==> src/rtl/blup_pkg.sv <==
// ----------------------------------------------------------------------------
// blup_pkg
// Shared constants, codes, text patterns and control structs for the
// radio link parser.
// ----------------------------------------------------------------------------
`default_nettype none

package blup_pkg;

	// default sizes
	localparam int STORE_BYTES_DEF  = 100;
	localparam int PACKET_BYTES_DEF = 48;

	// input commands
	localparam logic [1:0] CMD_BYTE    = 2'd0;
	localparam logic [1:0] CMD_TICK    = 2'd1;
	localparam logic [1:0] CMD_CLEAN   = 2'd2;
	localparam logic [1:0] CMD_CLR_CNT = 2'd3;

	// handshake steps
	localparam logic [3:0] ST_START      = 4'd0;
	localparam logic [3:0] ST_AT         = 4'd1;
	localparam logic [3:0] ST_AT_OK      = 4'd2;
	localparam logic [3:0] ST_CLOSE      = 4'd3;
	localparam logic [3:0] ST_CLOSE_OK   = 4'd4;
	localparam logic [3:0] ST_QSTAT      = 4'd5;
	localparam logic [3:0] ST_QSTAT_OK   = 4'd6;
	localparam logic [3:0] ST_QNAME      = 4'd7;
	localparam logic [3:0] ST_NEED_NAME  = 4'd8;
	localparam logic [3:0] ST_NO_NAME    = 4'd9;
	localparam logic [3:0] ST_SETNAME    = 4'd10;
	localparam logic [3:0] ST_SETNAME_OK = 4'd11;
	localparam logic [3:0] ST_EXIT       = 4'd12;
	localparam logic [3:0] ST_FINISH     = 4'd13;
	localparam logic [3:0] ST_RESET      = 4'd14;

	// commands to the radio module
	localparam logic [2:0] TX_NONE     = 3'd0;
	localparam logic [2:0] TX_ENTER_AT = 3'd1;
	localparam logic [2:0] TX_SET_STAT = 3'd2;
	localparam logic [2:0] TX_QRY_STAT = 3'd3;
	localparam logic [2:0] TX_QRY_NAME = 3'd4;
	localparam logic [2:0] TX_SET_NAME = 3'd5;
	localparam logic [2:0] TX_EXIT_AT  = 3'd6;

	// LED requests
	localparam logic [1:0] LED_NONE  = 2'd0;
	localparam logic [1:0] LED_CONN  = 2'd1;
	localparam logic [1:0] LED_DISC  = 2'd2;
	localparam logic [1:0] LED_SETUP = 2'd3;

	// frame bytes and densities
	localparam logic [7:0] FRAME_DENS = 8'hA5;
	localparam logic [7:0] FRAME_FIN  = 8'hA6;
	localparam logic [7:0] FRAME_END  = 8'h01;
	localparam logic [7:0] DENS_CODE_LOW = 8'h01;
	localparam logic [7:0] DENS_CODE_MID = 8'h02;
	localparam logic [6:0] DENS_NONE = 7'd0;
	localparam logic [6:0] DENS_LOW  = 7'd30;
	localparam logic [6:0] DENS_MID  = 7'd60;
	localparam logic [6:0] DENS_HIGH = 7'd100;

	// text search window: byte i back from newest sits at [8*i +: 8]
	localparam int WIN_BYTES = 12;
	localparam int WIN_BITS  = 8 * WIN_BYTES;
	typedef logic [WIN_BITS-1:0] win_t;

	// text patterns, first character in the top byte of the pattern
	localparam int NUM_TXT  = 7;
	localparam int T_CONN   = 0;
	localparam int T_DISC   = 1;
	localparam int T_DEVERR = 2;
	localparam int T_OK     = 3;
	localparam int T_ERR    = 4;
	localparam int T_STAT0  = 5;
	localparam int T_DFLT   = 6;

	localparam win_t TXT_TAB [NUM_TXT] = '{
		WIN_BITS'("CONNECTED"),
		WIN_BITS'("DISCONNECTED"),
		WIN_BITS'("DEVICE ERROR"),
		WIN_BITS'({"OK", 8'h0D, 8'h0A}),
		WIN_BITS'({"ERROR", 8'h0D, 8'h0A}),
		WIN_BITS'("AT+STATUS=0"),
		WIN_BITS'(64'h5246_2D43_5241_5A59)   // factory default module name
	};
	localparam int TXT_LEN [NUM_TXT] = '{9, 12, 12, 4, 7, 11, 8};

	// pattern ends at the newest window byte
	function automatic logic txt_hit(input win_t win, input win_t ndl, input int len);
		logic ok;
		ok = 1'b1;
		for (int i = 0; i < WIN_BYTES; i++) begin
			if (i < len && win[8*i +: 8] != ndl[8*i +: 8])
				ok = 1'b0;
		end
		return ok;
	endfunction

	// controller to datapath
	typedef struct packed {
		logic load;
		logic write;
		logic scan_init;
		logic scan_en;
		logic commit;
		logic pkt_ld;
		logic pkt_next;
		logic pkt_done;
	} ctl_cmd_t;

	// datapath to controller
	typedef struct packed {
		logic [1:0] cmd;
		logic       scan_done;
		logic       emit;
		logic       pkt_last;
	} dp_stat_t;

endpackage

`default_nettype wire

==> src/rtl/blup_ram.sv <==
// ----------------------------------------------------------------------------
// blup_ram
// Generic single-write, single-read RAM with registered read data.
// ----------------------------------------------------------------------------
`default_nettype none

module blup_ram #(
	parameter int WIDTH = 8,
	parameter int DEPTH = 100
) (
	input  wire logic                     clk,
	input  wire logic                     we,
	input  wire logic [$clog2(DEPTH)-1:0] waddr,
	input  wire logic [WIDTH-1:0]         wdata,
	input  wire logic [$clog2(DEPTH)-1:0] raddr,
	output logic      [WIDTH-1:0]         rdata
);

	logic [WIDTH-1:0] mem [DEPTH];

	always_ff @(posedge clk) begin
		if (we)
			mem[waddr] <= wdata;
		rdata <= mem[raddr];
	end

endmodule

`default_nettype wire

==> src/rtl/blup_datapath.sv <==
// ----------------------------------------------------------------------------
// blup_datapath
// Byte store, text scanner, handshake step logic, frame decode and result
// registers.
// ----------------------------------------------------------------------------
`default_nettype none

module blup_datapath #(
	parameter int STORE_BYTES  = blup_pkg::STORE_BYTES_DEF,
	parameter int PACKET_BYTES = blup_pkg::PACKET_BYTES_DEF
) (
	input  wire logic             clk,
	input  wire logic             arst_n,
	input  wire blup_pkg::ctl_cmd_t ctl,
	output blup_pkg::dp_stat_t    stat,
	input  wire logic [1:0]       cmd,
	input  wire logic [7:0]       rx_byte,
	output logic      [2:0]       tx_command,
	output logic      [3:0]       setup_step,
	output logic                  setup_done,
	output logic      [1:0]       led_event,
	output logic      [6:0]       heat_density,
	output logic                  read_finish,
	output logic      [7:0]       packet_byte,
	output logic                  packet_valid,
	output logic                  last,
	output logic      [31:0]      packet_count,
	output logic                  rename_requested,
	output logic                  clean_pending
);

	import blup_pkg::*;

	localparam int FW = $clog2(STORE_BYTES + 1);
	localparam int AW = $clog2(STORE_BYTES);
	localparam logic [FW-1:0] FILL_MAX = FW'(STORE_BYTES);
	localparam logic [FW-1:0] PKT_N    = FW'(PACKET_BYTES);
	localparam logic [FW-1:0] FRAME_N  = FW'(5);
	localparam logic [FW-1:0] ONE      = FW'(1);

	// latched input word
	logic [1:0] cmd_q;
	logic [7:0] byte_q;

	// persistent state
	logic [FW-1:0]          fill_q;
	logic [3:0]             step_q;
	logic [31:0]            cnt_q;
	logic                   clean_q;
	logic                   rename_q;
	logic [STORE_BYTES-1:0] vld_q;
	logic [39:0]            hist_q;

	// scanner
	logic [FW-1:0]      p_q;
	logic               pend_s1;
	logic               vld_s1;
	logic               stop_q;
	win_t               win_q;
	logic [NUM_TXT-1:0] hits_q;

	// packet read index
	logic [FW-1:0] k_q;

	// ram
	logic [7:0]    rdata;
	logic [AW-1:0] raddr;
	logic [FW-1:0] wpos;
	logic [FW-1:0] fill_wr;

	// ------------------------------------------------------------------
	// store write position and read address
	assign wpos    = (fill_q >= FILL_MAX) ? '0 : fill_q;
	assign fill_wr = wpos + ONE;
	assign raddr   = ctl.scan_en ? p_q[AW-1:0] : k_q[AW-1:0];

	blup_ram #(.WIDTH(8), .DEPTH(STORE_BYTES)) u_store (
		.clk   (clk),
		.we    (ctl.write),
		.waddr (wpos[AW-1:0]),
		.wdata (byte_q),
		.raddr (raddr),
		.rdata (rdata)
	);

	// ------------------------------------------------------------------
	// scanner: one byte per cycle up to the first zero or the store end
	logic [7:0]         sbyte;
	logic               issue;
	logic               take;
	win_t               win_n;
	logic [NUM_TXT-1:0] hit_n;

	assign sbyte = vld_s1 ? rdata : 8'h00;
	assign issue = ctl.scan_en && !stop_q && (p_q < FILL_MAX);
	assign take  = pend_s1 && !stop_q;
	assign win_n = {win_q[WIN_BITS-9:0], sbyte};

	always_comb begin
		for (int t = 0; t < NUM_TXT; t++)
			hit_n[t] = txt_hit(win_n, TXT_TAB[t], TXT_LEN[t]);
	end

	// ------------------------------------------------------------------
	// frame checks on the last five written bytes (newest at [7:0])
	logic four_dens;
	logic four_fin;
	logic dens_c;
	logic fin_c;
	logic emit_c;
	logic in_finish;

	assign in_finish = (step_q == ST_FINISH);
	assign four_dens = (hist_q[39:32] == FRAME_DENS) && (hist_q[31:24] == FRAME_DENS) &&
	                   (hist_q[23:16] == FRAME_DENS) && (hist_q[15:8] == FRAME_DENS);
	assign four_fin  = (hist_q[39:32] == FRAME_FIN) && (hist_q[31:24] == FRAME_FIN) &&
	                   (hist_q[23:16] == FRAME_FIN) && (hist_q[15:8] == FRAME_FIN);
	assign dens_c = (fill_q == FRAME_N) && four_dens;
	assign fin_c  = ((fill_q == FRAME_N) && four_fin) ||
	                ((fill_q >= FRAME_N) && (hist_q[7:0] == FRAME_END) && four_fin);
	assign emit_c = (cmd_q == CMD_BYTE) && in_finish && !dens_c && !fin_c &&
	                (fill_q >= PKT_N);

	// ------------------------------------------------------------------
	// result of one input word
	logic [2:0]  tx_n;
	logic [3:0]  step_n;
	logic        done_n;
	logic [1:0]  led_n;
	logic [6:0]  dens_n;
	logic        fin_n;
	logic        clr_n;
	logic        clean_n;
	logic        rename_n;
	logic [31:0] cnt_n;
	logic        wrap_n;

	always_comb begin
		tx_n     = TX_NONE;
		step_n   = step_q;
		done_n   = 1'b0;
		led_n    = LED_NONE;
		dens_n   = DENS_NONE;
		fin_n    = 1'b0;
		clr_n    = 1'b0;
		clean_n  = clean_q;
		rename_n = rename_q;
		cnt_n    = cnt_q;
		wrap_n   = 1'b0;
		case (cmd_q)
			CMD_TICK: begin
				led_n = LED_SETUP;
				case (step_q)
					ST_START, ST_AT: begin
						tx_n = TX_ENTER_AT; step_n = ST_AT;
					end
					ST_AT_OK, ST_CLOSE: begin
						tx_n = TX_SET_STAT; step_n = ST_CLOSE;
					end
					ST_CLOSE_OK, ST_QSTAT: begin
						tx_n = TX_QRY_STAT; step_n = ST_QSTAT;
					end
					ST_QSTAT_OK, ST_QNAME: begin
						tx_n = TX_QRY_NAME; step_n = ST_QNAME;
					end
					ST_NEED_NAME, ST_SETNAME: begin
						tx_n = TX_SET_NAME; step_n = ST_SETNAME; rename_n = 1'b1;
					end
					ST_NO_NAME, ST_SETNAME_OK, ST_EXIT: begin
						tx_n = TX_EXIT_AT; step_n = ST_EXIT;
					end
					ST_FINISH: begin
						done_n = 1'b1; led_n = LED_NONE; clr_n = 1'b1;
					end
					ST_RESET: tx_n = TX_EXIT_AT;
					default: ;
				endcase
			end
			CMD_CLEAN: begin
				if (clean_q) begin
					clr_n = 1'b1; clean_n = 1'b0;
				end
			end
			CMD_CLR_CNT: cnt_n = '0;
			default: begin
				if (in_finish) begin
					// connection text, later match wins
					if (hits_q[T_CONN])   led_n = LED_CONN;
					if (hits_q[T_DISC])   led_n = LED_DISC;
					if (hits_q[T_DEVERR]) led_n = LED_CONN;
					if (hits_q[T_CONN] || hits_q[T_DISC] || hits_q[T_DEVERR])
						clean_n = 1'b1;
					if (dens_c) begin
						if (hist_q[7:0] == DENS_CODE_LOW)      dens_n = DENS_LOW;
						else if (hist_q[7:0] == DENS_CODE_MID) dens_n = DENS_MID;
						else                                   dens_n = DENS_HIGH;
						clr_n = 1'b1;
					end else if (fin_c) begin
						fin_n = 1'b1; clr_n = 1'b1;
					end else if (emit_c) begin
						cnt_n = cnt_q + 32'd1;
					end
				end else if (hits_q[T_OK]) begin
					case (step_q)
						ST_AT:      step_n = ST_AT_OK;
						ST_CLOSE:   step_n = ST_CLOSE_OK;
						ST_QNAME:   step_n = hits_q[T_DFLT] ? ST_NEED_NAME : ST_NO_NAME;
						ST_SETNAME: step_n = ST_SETNAME_OK;
						ST_EXIT:    step_n = ST_FINISH;
						ST_RESET:   step_n = ST_START;
						ST_QSTAT:   step_n = hits_q[T_STAT0] ? ST_QSTAT_OK : ST_CLOSE;
						default: ;
					endcase
					clr_n = 1'b1;
				end else begin
					if (hits_q[T_ERR])
						step_n = ST_RESET;
					wrap_n = (fill_q >= FILL_MAX);
				end
			end
		endcase
	end

	// ------------------------------------------------------------------
	// control state
	always_ff @(posedge clk or negedge arst_n) begin
		if (!arst_n) begin
			fill_q   <= '0;
			step_q   <= ST_START;
			cnt_q    <= '0;
			clean_q  <= 1'b0;
			rename_q <= 1'b0;
			vld_q    <= '0;
			p_q      <= '0;
			pend_s1  <= 1'b0;
			stop_q   <= 1'b0;
			hits_q   <= '0;
			k_q      <= '0;
		end else begin
			pend_s1 <= issue;
			if (issue)
				p_q <= p_q + ONE;
			if (take) begin
				if (sbyte == 8'h00)
					stop_q <= 1'b1;
				else
					hits_q <= hits_q | hit_n;
			end
			if (ctl.scan_init) begin
				p_q    <= '0;
				stop_q <= 1'b0;
				hits_q <= '0;
			end
			if (ctl.write) begin
				vld_q[wpos[AW-1:0]] <= 1'b1;
				fill_q              <= fill_wr;
			end
			if (ctl.commit) begin
				step_q   <= step_n;
				cnt_q    <= cnt_n;
				clean_q  <= clean_n;
				rename_q <= rename_n;
				k_q      <= '0;
				if (clr_n) begin
					vld_q  <= '0;
					fill_q <= '0;
				end else if (wrap_n) begin
					fill_q <= '0;
				end
			end
			if (ctl.pkt_next)
				k_q <= k_q + ONE;
			if (ctl.pkt_done) begin
				vld_q  <= '0;
				fill_q <= '0;
				k_q    <= '0;
			end
		end
	end

	// ------------------------------------------------------------------
	// payload registers
	always_ff @(posedge clk) begin
		vld_s1 <= vld_q[raddr];
		if (ctl.load) begin
			cmd_q  <= cmd;
			byte_q <= rx_byte;
		end
		if (ctl.write)
			hist_q <= {hist_q[31:0], byte_q};
		if (ctl.scan_init)
			win_q <= '0;
		else if (take && sbyte != 8'h00)
			win_q <= win_n;
		if (ctl.commit) begin
			tx_command       <= tx_n;
			setup_step       <= step_n;
			setup_done       <= done_n;
			led_event        <= led_n;
			heat_density     <= dens_n;
			read_finish      <= fin_n;
			packet_byte      <= 8'h00;
			packet_valid     <= 1'b0;
			last             <= 1'b1;
			packet_count     <= cnt_n;
			rename_requested <= rename_n;
			clean_pending    <= clean_n;
		end
		if (ctl.pkt_ld) begin
			packet_byte  <= sbyte;
			packet_valid <= 1'b1;
			last         <= (k_q == fill_q - ONE);
		end
	end

	// ------------------------------------------------------------------
	// status
	assign stat.cmd       = cmd_q;
	assign stat.scan_done = stop_q || ((p_q == FILL_MAX) && !pend_s1);
	assign stat.emit      = emit_c;
	assign stat.pkt_last  = (k_q == fill_q - ONE);

endmodule

`default_nettype wire

==> src/rtl/blup_ctrl.sv <==
// ----------------------------------------------------------------------------
// blup_ctrl
// Sequencer: accept word, write and scan the store (bytes only), commit, then deliver
// one result or a packet of results.
// ----------------------------------------------------------------------------
`default_nettype none

module blup_ctrl (
	input  wire logic               clk,
	input  wire logic               arst_n,
	input  wire logic               in_valid,
	output logic                    in_ready,
	output logic                    out_valid,
	input  wire logic               out_ready,
	input  wire blup_pkg::dp_stat_t stat,
	output blup_pkg::ctl_cmd_t      ctl
);

	import blup_pkg::*;

	localparam logic [2:0] S_IDLE   = 3'd0;
	localparam logic [2:0] S_EXEC   = 3'd1;
	localparam logic [2:0] S_SCAN   = 3'd2;
	localparam logic [2:0] S_COMMIT = 3'd3;
	localparam logic [2:0] S_RESULT = 3'd4;
	localparam logic [2:0] S_PKT_RD = 3'd5;
	localparam logic [2:0] S_PKT_LD = 3'd6;
	localparam logic [2:0] S_PKT_OUT = 3'd7;

	logic [2:0] state_q;
	logic [2:0] state_n;

	// next state and commands
	always_comb begin
		state_n   = state_q;
		ctl       = '0;
		in_ready  = 1'b0;
		out_valid = 1'b0;
		case (state_q)
			S_IDLE: begin
				in_ready = 1'b1;
				if (in_valid) begin
					ctl.load = 1'b1;
					state_n  = S_EXEC;
				end
			end
			S_EXEC: begin
				if (stat.cmd == CMD_BYTE) begin
					ctl.write     = 1'b1;
					ctl.scan_init = 1'b1;
					state_n       = S_SCAN;
				end else begin
					state_n = S_COMMIT;
				end
			end
			S_SCAN: begin
				ctl.scan_en = 1'b1;
				if (stat.scan_done)
					state_n = S_COMMIT;
			end
			S_COMMIT: begin
				ctl.commit = 1'b1;
				state_n    = stat.emit ? S_PKT_RD : S_RESULT;
			end
			S_RESULT: begin
				out_valid = 1'b1;
				if (out_ready)
					state_n = S_IDLE;
			end
			S_PKT_RD: state_n = S_PKT_LD;
			S_PKT_LD: begin
				ctl.pkt_ld = 1'b1;
				state_n    = S_PKT_OUT;
			end
			S_PKT_OUT: begin
				out_valid = 1'b1;
				if (out_ready) begin
					if (stat.pkt_last) begin
						ctl.pkt_done = 1'b1;
						state_n      = S_IDLE;
					end else begin
						ctl.pkt_next = 1'b1;
						state_n      = S_PKT_RD;
					end
				end
			end
			default: state_n = S_IDLE;
		endcase
	end

	always_ff @(posedge clk or negedge arst_n) begin
		if (!arst_n)
			state_q <= S_IDLE;
		else
			state_q <= state_n;
	end

endmodule

`default_nettype wire

==> src/rtl/ble_uart_link_parser.sv <==
// ----------------------------------------------------------------------------
// ble_uart_link_parser
// Parses bytes from a radio module: AT setup handshake, connection text,
// density and finish frames, and print packets.
// ----------------------------------------------------------------------------
//  channel | signals                          | direction
//  in      | in_valid/in_ready, cmd, rx_byte  | to block
//  out     | out_valid/out_ready, result word | from block
//
//  A received byte is written to the store, which is then scanned up to the first
//  zero or the store end through the single store read port, then the result word.
//  Ticks and other commands skip the store and commit, then the result word.
//  A packet delivers every stored byte (at least PACKET_BYTES) from the store.
//  Reset empties the store at once through per-entry valid bits.
//  Input is taken only when all results of the last word have left.
// ----------------------------------------------------------------------------
`default_nettype none

module ble_uart_link_parser #(
	parameter int STORE_BYTES  = blup_pkg::STORE_BYTES_DEF,
	parameter int PACKET_BYTES = blup_pkg::PACKET_BYTES_DEF
) (
	input  wire logic        clk,
	input  wire logic        arst_n,
	input  wire logic        in_valid,
	output logic             in_ready,
	input  wire logic [1:0]  cmd,
	input  wire logic [7:0]  rx_byte,
	output logic             out_valid,
	input  wire logic        out_ready,
	output logic      [2:0]  tx_command,
	output logic      [3:0]  setup_step,
	output logic             setup_done,
	output logic      [1:0]  led_event,
	output logic      [6:0]  heat_density,
	output logic             read_finish,
	output logic      [7:0]  packet_byte,
	output logic             packet_valid,
	output logic             last,
	output logic      [31:0] packet_count,
	output logic             rename_requested,
	output logic             clean_pending
);

	import blup_pkg::*;

	ctl_cmd_t ctl;
	dp_stat_t stat;

	blup_ctrl u_ctrl (
		.clk       (clk),
		.arst_n    (arst_n),
		.in_valid  (in_valid),
		.in_ready  (in_ready),
		.out_valid (out_valid),
		.out_ready (out_ready),
		.stat      (stat),
		.ctl       (ctl)
	);

	blup_datapath #(
		.STORE_BYTES  (STORE_BYTES),
		.PACKET_BYTES (PACKET_BYTES)
	) u_dp (
		.clk              (clk),
		.arst_n           (arst_n),
		.ctl              (ctl),
		.stat             (stat),
		.cmd              (cmd),
		.rx_byte          (rx_byte),
		.tx_command       (tx_command),
		.setup_step       (setup_step),
		.setup_done       (setup_done),
		.led_event        (led_event),
		.heat_density     (heat_density),
		.read_finish      (read_finish),
		.packet_byte      (packet_byte),
		.packet_valid     (packet_valid),
		.last             (last),
		.packet_count     (packet_count),
		.rename_requested (rename_requested),
		.clean_pending    (clean_pending)
	);

endmodule

`default_nettype wire

==> config.mk <==
export PLATFORM = sky130hd
export DESIGN_NAME = ble_uart_link_parser
export DESIGN_NICKNAME = d
export VERILOG_FILES = /design/src/rtl/blup_pkg.sv /design/src/rtl/blup_ram.sv /design/src/rtl/blup_datapath.sv /design/src/rtl/blup_ctrl.sv /design/src/rtl/ble_uart_link_parser.sv
export SDC_FILE = /design/constraint.sdc
export NUM_CORES = 2
export LEC_CHECK = 0
export CAP_MARGIN = 15
export CORE_UTILIZATION = 55
export CTS_CLUSTER_SIZE = 24
export DETAILED_ROUTE_END_ITERATION = 6
export DONT_BUFFER_PORTS = 1
export PLACE_DENSITY_LB_ADDON = 0.3
export RECOVER_POWER = 25
export SETUP_SLACK_MARGIN = 0.02
export SLEW_MARGIN = 40
export SYNTH_ARGS = -nofsm -noshare
export SYNTH_HDL_FRONTEND = slang
export SYNTH_SLANG_ARGS = --single-unit
==> constraint.sdc <==
create_clock -name clk -period 4.5 [get_ports clk]
set_input_delay 0 -clock clk [delete_from_list [all_inputs] [get_ports clk]]
set_output_delay 0 -clock clk [all_outputs]
set_load 0.05 [all_outputs]
Word-level counts from Yosys, hierarchy flattened:

Memory sizes are Yosys's and may differ from the RTL's. A register that Yosys moved wholly into a read port is not among the register bits.
Index checks and enable logic that the tools add are counted.

* bitwise operators: 4
* magnitude comparators: 7
* reduce and logical (&&, ||, !) cells: 56
* multipliers: 0
* shift operators: 0
* eq/ne operators: 88
* add/sub/neg operators: 5
* div/mod/pow operators: 0
* muxes and demuxes: 143

Operators by type and width (number)
* 2-to-1 mux 100 bit: 4
* inequality test 8 x 7 -> 1 bit (second input constant): 39
* 2-to-1 mux 32 bit: 4
* 2-to-1 mux 7 bit: 16
* OR 100 bit: 1
* 2-to-1 mux 1 bit: 87
* equality test 8 bit (second input constant): 8
* case mux 32 bit (2 select lines): 1
* inequality test 8 x 6 -> 1 bit (second input constant): 5
* adder 32 x 1 -> 32 bit (second input constant): 1
* equality test 4 bit (second input constant): 7
* case mux 4 bit (7 select lines): 1
* 2-to-1 mux 8 bit: 3
* case mux 3 bit (8 select lines): 1
* case mux 4 bit (6 select lines): 1
* adder 7 x 1 -> 7 bit (second input constant): 3
* logical AND 1 bit: 20
* 2-to-1 mux 3 bit: 6
* case mux 3 bit (6 select lines): 1
* OR reduction 2 bit: 9
* equality test 4 x 3 -> 1 bit (second input constant): 4
* less-than comparator 7 x 8 -> 1 bit (second input constant): 2
* 2-to-1 mux 2 bit: 8
* inequality test 8 x 4 -> 1 bit (second input constant): 2
* other kinds (44): 69

* word-level logic and storage cells: 334
* RAM bits: 800
* output and inout port bits: 64
* bits of input ports: 14
* bits in latches: 0
* bits in registers: 372
* memories kept: 1
* bits in read-only memories: 0

Memory list
* u_dp.u_store.mem: words 100, width 8, rd ports 1, clocked after memory_dff 1, wr ports 1, RTL line blup_ram.sv:19 `logic [WIDTH-1:0] mem [DEPTH];`

Depth between registers and ports, before layout:

* word-level depth: 18
* mapped depth: 13
* mapped depth without buffers: 9

Modules after synthesis:

Synthesis repeated with hierarchy kept, for this count alone.

* cell total of the unflattened synthesis: 3177
* area total of the unflattened synthesis: 48207.5 um^2

Modules (own cells, without submodules)
* blup_ram: times used 1, seq. area each 24183.2 um^2, cells each 1384, area each 31121.1 um^2
* blup_datapath: times used 1, seq. area each 9278.9 um^2, cells each 1756, area each 16809.9 um^2
* blup_ctrl: times used 1, seq. area each 75.1 um^2, cells each 37, area each 276.5 um^2

Worst setup path before layout:

No wires, ideal clock.

* path kind: register to register
* start: register u_dp.cmd_q[0]
* end: register u_dp.hist_q[0], enable pin
* required time: 4.080 ns
* setup time: 0.420 ns
* path buffers: 3
* arrival: 2.947 ns
* path slack: 1.133 ns
* cell stages (with the launch flop): 8
* clock period less this slack: 3.367 ns
* cell sequence: edfxtp_1 > inv_1 > ha_1 > nand4_1 > inv_1 > clkbuf_1 > clkbuf_1 > buf_1

* cells in the longest elaborated chain, start to end: 3

Ends and longest elaborated chain
* start, declared: RTL line blup_datapath.sv:42 `logic [1:0] cmd_q;`
* start signal, assigned: RTL line blup_datapath.sv:286 `cmd_q <= cmd;`
* logical NOT 2 bit: RTL line blup_ctrl.sv:48 `if (stat.cmd == CMD_BYTE) begin`
* 2-to-1 mux 2 bit: RTL line blup_ctrl.sv:48
* 2-to-1 mux 2 bit: RTL line blup_ctrl.sv:39 `case (state_q)`
* end signal, assigned: RTL line blup_datapath.sv:290 `hist_q <= {hist_q[31:0], byte_q};`
* end, declared: RTL line blup_datapath.sv:52 `logic [39:0] hist_q;`

Every way passes these cells.
A chain may end at the register's enable or synchronous reset.

Worst setup path after layout:

* start: register u_ctrl.state_q[1]
* end: register u_dp.u_store.rdata[0], read port of u_dp.u_store.mem

* cells in the longest elaborated chain, start to end: 3

Ends and longest elaborated chain
* start, declared: RTL line blup_ctrl.sv:30 `logic [2:0] state_q;`
* start signal, assigned: RTL line blup_ctrl.sv:95 `state_q <= state_n;`
* equality test 3 x 2 -> 1 bit: RTL line blup_ctrl.sv:39
* 2-to-1 mux 1 bit: RTL line blup_ctrl.sv:39
* 2-to-1 mux 7 bit: RTL line blup_datapath.sv:75 `assign raddr = ctl.scan_en ? p_q[AW-1:0] : k_q[AW-1:0];`
* end, declared: RTL line blup_ram.sv:16 `output logic [WIDTH-1:0] rdata`

Every way passes these cells.

==> metrics <==
result of the run=complete, but fails checks; violations in the final reports=capacitance limit, slew limit; antenna-violating nets left=0; worst hold path endpoint=u_dp.vld_q[15]; worst hold start=out_ready; wire per inst=27.2 um; effective utilization at floorplan=55.5%; total grt overflow=0; xor and xnor area share after synthesis=0.339%; Worst Setup Path Type=register to register; Period Utilization, post-route=92.1%; routability congestion estimate=0.938; Critical Path Source=u_ctrl.state_q[1]; Reg2Reg Setup Slack=360 ps; number of antenna repair diodes=0; area of the die=0.0904 mm^2; clock tree root driver cell=sky130_fd_sc_hd__clkbuf_16; worst clock skew on the final layout=37.5 ps; H-tree levels=3; vias in the first global route=31900; Avg Synthesized Cell Area=12.8 um^2; total setup buffers inserted after CTS=0; Final Critical Period=4140 ps; TritonCTS clock tree=built; Core Box Area=0.0884 mm^2; fraction of the yosys area taken by sequential cells=68.4%; R2R Path Start=u_ctrl.state_q[1]; number of placed instances, taps included=4907; maximum number of pins on one net before global-route repair=172; fraction of the mapped netlist area in adder cells=0.306%; worst path arrival time=4720 ps; top cell type's share of synthesized area=55.7%; RSZ-0062 raised after global routing=false; clock insertion delay at the later pin of the skew report=710 ps; area of the mapped netlist=0.0490 mm^2; CP Data Required Time=5080 ps; I/O pin cnt=78; number of cells traversed by the worst hold path=4; final number of max-transition violations=506; count of state elements after synthesis=1178; number of synthesis warnings=0; area fraction in and, or, nand and nor cells after synthesis=12.7%; Post-synth EDFFs=909; post-synthesis compound-gate area fraction=10.7%; Synth Flop Type=sky130_fd_sc_hd__edfxtp_1; TritonCTS buffer count=116; antenna violations before repair=2; final net count=3917; Non-Filler Instances=5157; die width=301 um; count of unique library cells instantiated by Yosys=92; number of port buffers=0; VDD IR-drop max=0.000431 V; multiplexer share of the synthesized area=5.00%; CP max FO=13; Post-Syn Nets=3862; post-detailed-placement half-perimeter wirelength=87200 um; Fin Setup TNS=0 ps; final hold vios=0; number of endpoints failing setup at the final stage=0; number of sinks on the clock net=1178; Startpoint Class=register; share of final-layout standard cells stronger than drive strength 1=11.7%; maximum buffer depth of the clock tree=3; Chip Height=301 um; library cell occupying the most area in the post-synthesis netlist=sky130_fd_sc_hd__edfxtp_1; Syn-to-layout area delta=12.1%; routed vias=33500; Cells after Synth=3836; number of filler instances in the final layout=6701; Slew Limit Headroom=-145%; count of standard-cell rows=109; DRC violation total after the first TritonRoute iteration=4714; dominant combinational cell family by area after synthesis=simple AND/OR/NAND/NOR gates; achievable clock frequency=241 MHz; CP endpoint kind=register; Pre-antenna DRT Iters=6; max-cap violations=10; Vias/cell=6.50; wire length of the first global-routing pass=207000 um; All-Layer GR Usage=30.9%; clock-pin slew reported for the worst setup and hold paths after clock tree synthesis=60 ps; share of async-settable or async-resettable flops after synthesis=14.5%; Total Wirelength=140000 um; capture point of the worst reg-to-reg path=u_dp.u_store.rdata[0]; leakage=19.1 nW; hold crit path type=input port to register; Worst Reg-to-Reg Cells=9; number of remaining DRC errors=0; total area of sequential cells=0.0335 mm^2; area occupied by multi-input gates=0.0144 mm^2; transition time of the tightest slew-check pin=3680 ps; largest cells by area after synthesis=sky130_fd_sc_hd__edfxtp_1, sky130_fd_sc_hd__dfrtp_1, sky130_fd_sc_hd__nand2_1; power density over cell area=591 mW/mm^2
-- power breakdown --
part	internal [W]	leakage, nW	switching (W)
clock	0.00545	1.83	0.00407
sequential	0.0123	11.2	0.00104
combinational	0.00316	6.02	0.00646
total	0.0209	19.1	0.0116
-- area by class of cell --
cell class,instances,share of cell area (%)
timing repair buffer,183,2.95
clock buffer,161,5.87
sequential,1178,61.0
clock inverter,58,0.945
inverter,41,0.289
multi-input combinational,2371,26.3
tap,1165,2.65
-- worst max-delay path, cell delays in order, from the launching register on --
cell                       delay, ps
sky130_fd_sc_hd__dfrtp_1         630
sky130_fd_sc_hd__nor3b_4         720
sky130_fd_sc_hd__buf_4           310
sky130_fd_sc_hd__nor2_1           70
sky130_fd_sc_hd__a31oi_2         690
sky130_fd_sc_hd__buf_4           370
sky130_fd_sc_hd__a221oi_1         80
sky130_fd_sc_hd__o41ai_1         590
sky130_fd_sc_hd__a21oi_1         300
sky130_fd_sc_hd__o22a_1          240
-- how the worst max path moves through the flow --
stage / endpoint / slack, ps / depth (start not counted)
3_5_place_dp: u_dp.u_store.rdata[2] / 470 / 8
3_3_place_gp: u_dp.u_store.rdata[2] / 560 / 8
6_report: u_dp.u_store.rdata[0] / 360 / 9
5_1_grt: u_dp.u_store.rdata[0] / 350 / 9
2_1_floorplan: u_dp.hist_q[0] / 1130 / 7
4_1_cts: u_dp.u_store.rdata[2] / 440 / 8
-- per-layer routing --
metal | global-route usage, % | routed length, um
met3 | 6.64 | 15000
met1 | 41.5 | 53100
met5 | 0 | 30
met4 | 15.6 | 7850
met2 | 47.7 | 64300
-- metrics by stage --
step | hold WS [ps] | utilization (%) | total power, W | cell area [um^2] | setup WS (ps)
after global placement | -292 | 57.4 | 0.0226 | 50700 | 560
after detailed placement | -291 | 57.5 | 0.0227 | 50900 | 471
final | 76.1 | 62.2 | 0.0325 | 55000 | 357
after CTS | 40.2 | 62.1 | 0.0322 | 54900 | 438
after floorplan | -296 | - | 0.0192 | 49000 | 1130
after global routing | 69.2 | 62.2 | 0.0334 | 55000 | 354
-- flip-flops by register name (all words and copies together), names as in the netlist, 8 cells and up --
signal	flops
u_dp.byte_q	8
u_dp.cnt_q	32
u_dp.hist_q	40
u_dp.packet_byte	8
u_dp.packet_count	32
u_dp.u_store.mem	800
u_dp.u_store.rdata	8
u_dp.vld_q	100
u_dp.win_q	88
-- Yosys cell counts (all sizes together) (31+ instances only) --
| library cell | n |
|---|---|
| nand2b | 35 |
| dfxtp | 98 |
| a21oi | 212 |
| inv | 40 |
| nor2 | 268 |
| edfxtp | 909 |
| nand2 | 683 |
| dfrtp | 171 |
| buf | 132 |
| mux2i | 136 |
| nor4 | 31 |
| a211oi | 50 |
| nand3 | 173 |
| o21a | 61 |
| o21ai | 102 |
| clkbuf | 114 |
| mux4 | 33 |
| o211a | 34 |
| o211ai | 37 |
| a31oi | 42 |
-- what timing repair did --
action,4_1_cts,5_1_grt
hold endpoints to repair,201,8
gates resized for setup,0,0
hold buffers,24,1
-- logic make-up after synthesis --
kind of cell / after synthesis
AO/OA/AOI/OAI: 760
XOR/XNOR: 19
flip-flops: 1178
adder cells (fa/ha/maj): 12
buffers and inverters: 287
multiplexers: 198
other: 1
AND/OR/NAND/NOR: 1381
-- layout by cell type, fill, tap and decap left out, types with 35 or more instances in the layout --
| cell type | count |
|---|---|
| sky130_fd_sc_hd__nand3_1 | 173 |
| sky130_fd_sc_hd__o21a_1 | 59 |
| sky130_fd_sc_hd__nand2b_1 | 35 |
| sky130_fd_sc_hd__clkbuf_1 | 47 |
| sky130_fd_sc_hd__mux2i_1 | 130 |
| sky130_fd_sc_hd__nor2_1 | 216 |
| sky130_fd_sc_hd__nand2_1 | 681 |
| sky130_fd_sc_hd__a211oi_1 | 48 |
| sky130_fd_sc_hd__buf_4 | 124 |
| sky130_fd_sc_hd__a21oi_1 | 212 |
| sky130_fd_sc_hd__edfxtp_1 | 909 |
| sky130_fd_sc_hd__nor2_2 | 52 |
| sky130_fd_sc_hd__dfrtp_1 | 171 |
| sky130_fd_sc_hd__o211ai_1 | 36 |
| sky130_fd_sc_hd__inv_1 | 38 |
| sky130_fd_sc_hd__dfxtp_1 | 98 |
| sky130_fd_sc_hd__clkbuf_16 | 119 |
| sky130_fd_sc_hd__o21ai_0 | 97 |
| sky130_fd_sc_hd__a31oi_1 | 41 |
No activity file was read; power rests on OpenSTA's default activity.
